**config.mk**
```make
export PLATFORM = sky130hd
export DESIGN_NAME = adjs_mod
export DESIGN_NICKNAME = d
export VERILOG_FILES = /design/src/hdl/adjs_pkg.sv /design/src/hdl/adjs_mod.sv
export SDC_FILE = /design/constraint.sdc
export NUM_CORES = 1
export LEC_CHECK = 0
export BUFFER_PORTS_ARGS = -buffer_cell sky130_fd_sc_hd__buf_2
export CAP_MARGIN = 20
export CORE_ASPECT_RATIO = 2
export CORE_UTILIZATION = 60
export DETAILED_ROUTE_END_ITERATION = 12
export PLACE_DENSITY_LB_ADDON = 0.05
export RECOVER_POWER = 100
export SYNTH_ARGS = -nofsm -noshare
export SYNTH_HDL_FRONTEND = slang
export SYNTH_SLANG_ARGS = --single-unit
```
**constraint.sdc**
```tcl
create_clock -name clk -period 5.55 [get_ports clk]
set_clock_uncertainty 0.2 [all_clocks]
set_input_delay 1.665 -clock clk [delete_from_list [all_inputs] [get_ports clk]]
set_output_delay 1.665 -clock clk [all_outputs]
set_load 0.03 [all_outputs]
```
**src/hdl/adjs_pkg.sv**
```systemverilog
// Shared types and constants of the adjacency slot update sampler.
// Request codes, field widths, stream packing sizes and the remainder unit status.
// No dependencies.
package adjs_pkg;

  localparam int REQ_W    = 2;
  localparam int VTX_W    = 11;
  localparam int SLOT_W   = 12;
  localparam int OFFS_W   = 13;
  localparam int NBR_W    = 11;
  localparam int RND_W    = 16;
  localparam int LIVE_W   = 13;

  localparam int IN_TDATA_W  = 64;
  localparam int OUT_TDATA_W = 32;

  localparam logic [REQ_W-1:0] REQ_LOAD_ROW  = 2'd0;
  localparam logic [REQ_W-1:0] REQ_LOAD_SLOT = 2'd1;
  localparam logic [REQ_W-1:0] REQ_INSERT    = 2'd2;
  localparam logic [REQ_W-1:0] REQ_DELETE    = 2'd3;

  // empty slot marker, -1 in 11 bits
  localparam logic [NBR_W-1:0] EMPTY_NBR = 11'h7FF;

  typedef struct packed {
    logic busy;
    logic done;
  } adjs_mod_stat_t;

endpackage

```
**src/hdl/adjs_mod.sv**
```systemverilog
// Iterative remainder unit: one restoring step per cycle over the 16 dividend bits.
// Depends on adjs_pkg for the dividend width and the status struct.
module adjs_mod
  import adjs_pkg::*;
#(
  parameter int DIV_W = 13
) (
  input  logic                 clk,
  input  logic                 rst_n,
  input  logic                 start,
  input  logic [RND_W-1:0]     dividend,
  input  logic [DIV_W-1:0]     divisor,
  output adjs_mod_stat_t       stat,
  output logic [DIV_W-1:0]     rem
);

  localparam int STEP_W = $clog2(RND_W);
  localparam logic [STEP_W-1:0] LAST_STEP = STEP_W'(RND_W - 1);

  logic                busy_r;
  logic                done_r;
  logic [STEP_W-1:0]   step_r;
  logic [RND_W-1:0]    dvd_r;
  logic [DIV_W-1:0]    dsr_r;
  logic [DIV_W-1:0]    rem_r;
  logic [DIV_W-1:0]    rem_nxt;
  logic [DIV_W:0]      shifted;
  logic [DIV_W:0]      trial;

  always_comb begin
    shifted = {rem_r, dvd_r[RND_W-1]};
    trial   = shifted - {1'b0, dsr_r};
    // keep the shifted value on borrow
    rem_nxt = trial[DIV_W] ? shifted[DIV_W-1:0] : trial[DIV_W-1:0];
  end

  always_ff @(posedge clk) begin
    if (!rst_n) begin
      busy_r <= 1'b0;
      done_r <= 1'b0;
      step_r <= '0;
    end else begin
      done_r <= 1'b0;
      if (start) begin
        busy_r <= 1'b1;
        step_r <= '0;
      end else if (busy_r) begin
        if (step_r == LAST_STEP) begin
          busy_r <= 1'b0;
          done_r <= 1'b1;
        end else begin
          step_r <= step_r + 1'b1;
        end
      end
    end
  end

  always_ff @(posedge clk) begin
    if (start) begin
      dvd_r <= dividend;
      dsr_r <= divisor;
      rem_r <= '0;
    end else if (busy_r) begin
      dvd_r <= {dvd_r[RND_W-2:0], 1'b0};
      rem_r <= rem_nxt;
    end
  end

  assign stat.busy = busy_r;
  assign stat.done = done_r;
  assign rem       = rem_r;

endmodule

```
-- Word-level counts from Yosys, hierarchy flattened
Cells that the tools add are included.
W data, S select, Z words.
- register bits after elaboration: 48
- input bits: 32
- output and inout bits: 15
- word-level logic and storage cells: 23
- add/sub/neg operators: 2
- equality and inequality tests: 1
- muxes and demuxes: 7
- bitwise operators: 3
- reduce and logical (&&, ||, !) cells: 4
- operator list (cell ; number):
    $mux W16 ; 2
    $sub A14 B13 Y14 ; 1
    $mux W13 ; 1
    $add A4 B1 Y4 const B ; 1
    $eq A4 B4 Y1 const B ; 1
    $mux W1 ; 4
    $not A1 Y1 ; 3
    $reduce_or A3 Y1 ; 1
    $reduce_and A2 Y1 ; 1
    $reduce_bool A2 Y1 ; 1
    $reduce_or A2 Y1 ; 1

-- Logic depth before layout (Yosys ltp)
- word-level depth: 4
- depth in mapped cells: 11
- depth with buffers taken out: 11

-- Least setup slack after synthesis
No wires, ideal clock.
- path type: input to register
- from: in start
- to: reg dvd_r[10] (data pin)
- setup time: 260 ps
- arrival: 2565 ps
- data required time: 5090 ps
- slack: 2525 ps
- cell stages on the path: 3
- buffers on the path: 2
- cell sequence: clkbuf_1 clkbuf_1 mux2_2
- word-level cells in the longest chain between the ends: 1
- RTL lines (element ; line ; source):
    start, declared ; adjs_mod.sv:10 ; input logic start,
    $mux W16 ; adjs_mod.sv:59 ; if (start) begin
    end signal, assigned ; adjs_mod.sv:60 ; dvd_r <= dividend;
    end signal, assigned ; adjs_mod.sv:64 ; dvd_r <= {dvd_r[RND_W-2:0], 1'b0};
    end, declared ; adjs_mod.sv:23 ; logic [RND_W-1:0] dvd_r;
No other way between the ends.
A chain may end at the register's enable or synchronous reset.

-- Final worst setup path
- from: in start
- to: reg dvd_r[3] (enable)
- word-level cells in the longest chain between the ends: 1
- RTL lines (element):
    $reduce_bool A2 Y1 (no line)
No other way between the ends.

==> metrics.md <==
| Metric | Value |
|---|---|
| Status | `finished with violations` |
| Failing checks | `max-capacitance violations, max-slew violations` |
| CTS buffer count | `5` |
| Critical path startpoint category | `input pin` |
| DR vias/cell | `5.78` |
| Initial DRC Count | `37` |
| Cts hold-fix bufs | `0` |
| Max_cap viols | `1` |
| Clock insertion delay at the later pin of the skew report | `0.31 ns` |
| CP Buf/Inv Count | `1` |
| WP data required | `5.31 ns` |
| Post-cts sizing count | `0` |
| DRT antenna net count | `0` |
| GR Layer Usage met1 | `between 20% and 30%` |
| H-tree depth | `2` |
| Post-Syn Instances | `235` |
| Yosys warns | `0` |
| Root buffer cell | `clkbuf_8` |
| Vias | `approximately 1900` |
| Initial core utilization | `between 60% and 70%` |
| Gpl congestion | `0.784` |
| Worst stage delay on the critical path | `1.60 ns` |
| Wire length after detailed routing | `4890 µm` |
| Die Wd | `48.9 µm` |
| Sequential-to-total area share from yosys stat | `a little under half` |
| Initial antenna violation count | `0` |
| Slew @ Worst Pin | `2.29 ns` |
| Grt total ovfl | `0` |
| Critical path start-end classification | `in -> reg` |
| Peak VDD IR | `about 0.00034 V` |
| Setup TNS | `0 ns` |
| Reg clk slew, reported paths | `about 0.10 ns` |
| Unrepaired setup endpoints after global routing | `no` |
| CTS tree | `done` |
| Rows | `33` |
| # IOs | `47` |
| Critical Path Fanout Max | `48` |
| Synthesized Nets | `about 280` |
| TritonRoute pass-1 iters | `4` |
| Hold Vio Cnt, Final | `0` |
| Part of the cycle the worst path needs | `between 70% and 80%` |
| # clock sinks | `48` |
| Slowest-stage cell, CP | `clkbuf_1` |
| Fin nets | `323` |
| Vias in the first global route | `around 1800` |
| # Post-CTS Setup Buffers | `0` |
| Worst-case clock buffer depth | `2` |
| Slew margin rel. | `-52.5%` |
| GRT Util Overall | `between 20% and 30%` |
| Global-route wire length before repair | `8070 µm` |
| Die footprint | `4690 µm²` |
| CORE AREA | `4170 µm²` |
| Ant. Diodes | `0` |
| Met2 Usage GRT | `43.8%` |
| Hold_ws | `0.310 ns` |
| Hold depth | `2` |
| Avg Inst Size Synth | `11.2 µm²` |
| Power Dens Cells | `between 200 and 300 nW/µm²` |
| CP Data Arrival Time | `just under 4 ns` |
| Largest net degree at the start of global routing | `49` |
| Worst R2R Setup Slack | `2.50 ns` |
| Mapped Area | `2640 µm²` |
| GRT Max-Usage Layer | `met2` |
| Unique masters post-synth | `52` |
| Async set-or-reset flop fraction in the synthesized netlist | `0%` |
| Leak Pwr | `1.17 nW` |
| Crit path cell chain | `clkbuf_1 > or2_2` |
| Dominant synthesized flop cell | `edfxtp_1` |
| Final Critical Period | `4.11 ns` |
| EDFF count, synth | `29` |
| Register bit count reported by yosys | `48` |
| CP top delay family | `buffers and inverters` |
| I/O Buffers | `46` |
| Final Slew Violations | `49` |
| FF-to-FF End | `rem[10]` |
| Critical Path End Type | `register` |
| Hold endpoint | `done_r` |
| Detailed-route DRC error count | `0` |
| WL/cell | `14.9 µm` |
| Share of cells above drive strength 1 | `27.8%` |
| Hpwl dp | `approximately 3700 µm` |
| Layout area overhead | `12.0%` |
| Die Y-Extent | `95.8 µm` |
| Hold path start | `step_r[3]` |
| Fmax | `243 MHz` |
| Final setup fails | `0` |
| Depth of the worst register-to-register path | `10` |
| Worst min-delay path class | `reg -> reg` |
| R2R Path Start | `dvd_r[15]` |
| GR Util met3 | `3.00%` |
logic make-up after synthesis:
family	synth area share (%)
adder cells (fa/ha/maj)	7.39
flip-flops	47.4
multiplexers	6.77
AND/OR/NAND/NOR	12.8
AO/OA/AOI/OAI	15.9
XOR/XNOR	4.88
buffers and inverters	4.88
cell usage after synthesis, types with 2 or more instances:
library cell / number / area [µm²]
and2_1: 3 / 18.8
a21o_1: 2 / 15.0
o221ai_1: 3 / 26.3
nand2_2: 6 / 37.5
clkbuf_1: 9 / 33.8
nand2b_1: 5 / 31.3
inv_1: 17 / 63.8
nor3_1: 3 / 15.0
o22ai_1: 2 / 12.5
nor2_1: 19 / 71.3
or3b_2: 2 / 17.5
nand2_1: 15 / 56.3
a21oi_2: 2 / 17.5
o311ai_1: 2 / 17.5
a211o_1: 2 / 17.5
mux2_2: 15 / 169
o21ai_0: 3 / 15.0
xnor2_1: 7 / 61.3
ha_1: 14 / 175
a311oi_2: 6 / 90.1
a21oi_1: 6 / 30.0
dfxtp_1: 19 / 380
buf_4: 2 / 15.0
nand4_1: 2 / 12.5
a31oi_1: 2 / 12.5
o21a_1: 4 / 30.0
nand3_1: 3 / 15.0
nand4b_1: 2 / 17.5
a311oi_1: 3 / 26.3
a211oi_1: 2 / 15.0
xor2_1: 4 / 35.0
edfxtp_1: 29 / 871
placed cells by master (no fill, tap or decap), types with 4 or more instances in the layout:
master	count
a21oi_1	6
a311oi_1	5
a311oi_2	4
buf_2	30
clkbuf_1	16
clkbuf_8	5
dfxtp_1	19
edfxtp_1	29
ha_1	14
inv_1	17
mux2_2	15
nand2_1	15
nand2_2	6
nand2b_1	5
nor2_1	19
o21a_1	4
xnor2_1	7
xor2_1	4
through the flow:
stage	cells	util, %	setup WS, ns	cell area, µm²	total power (W)
final	329	70.9	1.44	2960	0.000871
after global routing	329	70.9	1.21	2960	0.000915
after CTS	329	71.7	2.41	2990	0.000883
after detailed placement	321	69.0	2.07	2880	0.000646
after global placement	321	69.0	2.10	2880	0.000641
after floorplan	235	-	2.52	2640	0.000595
worst max-delay path by stage:
stage,start,end,slack [ns],cells after the start
floorplan,start,dvd_r[10],2.52,3
global placement,start,dvd_r[13],2.10,2
detailed placement,start,dvd_r[13],2.07,2
CTS,start,dvd_r[3],2.41,2
global route,start,dvd_r[3],1.21,2
finish,start,dvd_r[3],1.44,2
layout make-up:
cell class,count,area (µm²)
Timing Repair Buffer,47,218
Sequential cell,48,1250
Clock buffer,6,93.8
Inverter,17,63.8
Clock inverter,2,17.5
Fill cell,333,1210
Tap cell,52,65.1
Multi-Input combinational cell,157,1250
flip-flops by register name, summed over array words and instances (netlist names):
register	flops
done_r	1
dvd_r	16
dsr_r	13
step_r	4
rem	13
busy_r	1
layer usage:
layer	share of wire (%)	vias to the layer above
met5	0	-
met1	40	917
li1	-	939
met2	56	39
met3	2.7	6
met4	1.6	0
power by group:
part | leakage [nW] | switching (W) | internal [W]
Clock | 0.0565 | 0.000120 | 0.000118
Combinational | 0.668 | 0.000123 | 0.0000828
Sequential | 0.445 | 0.0000176 | 0.000411
(Power assumes the default switching activity.)
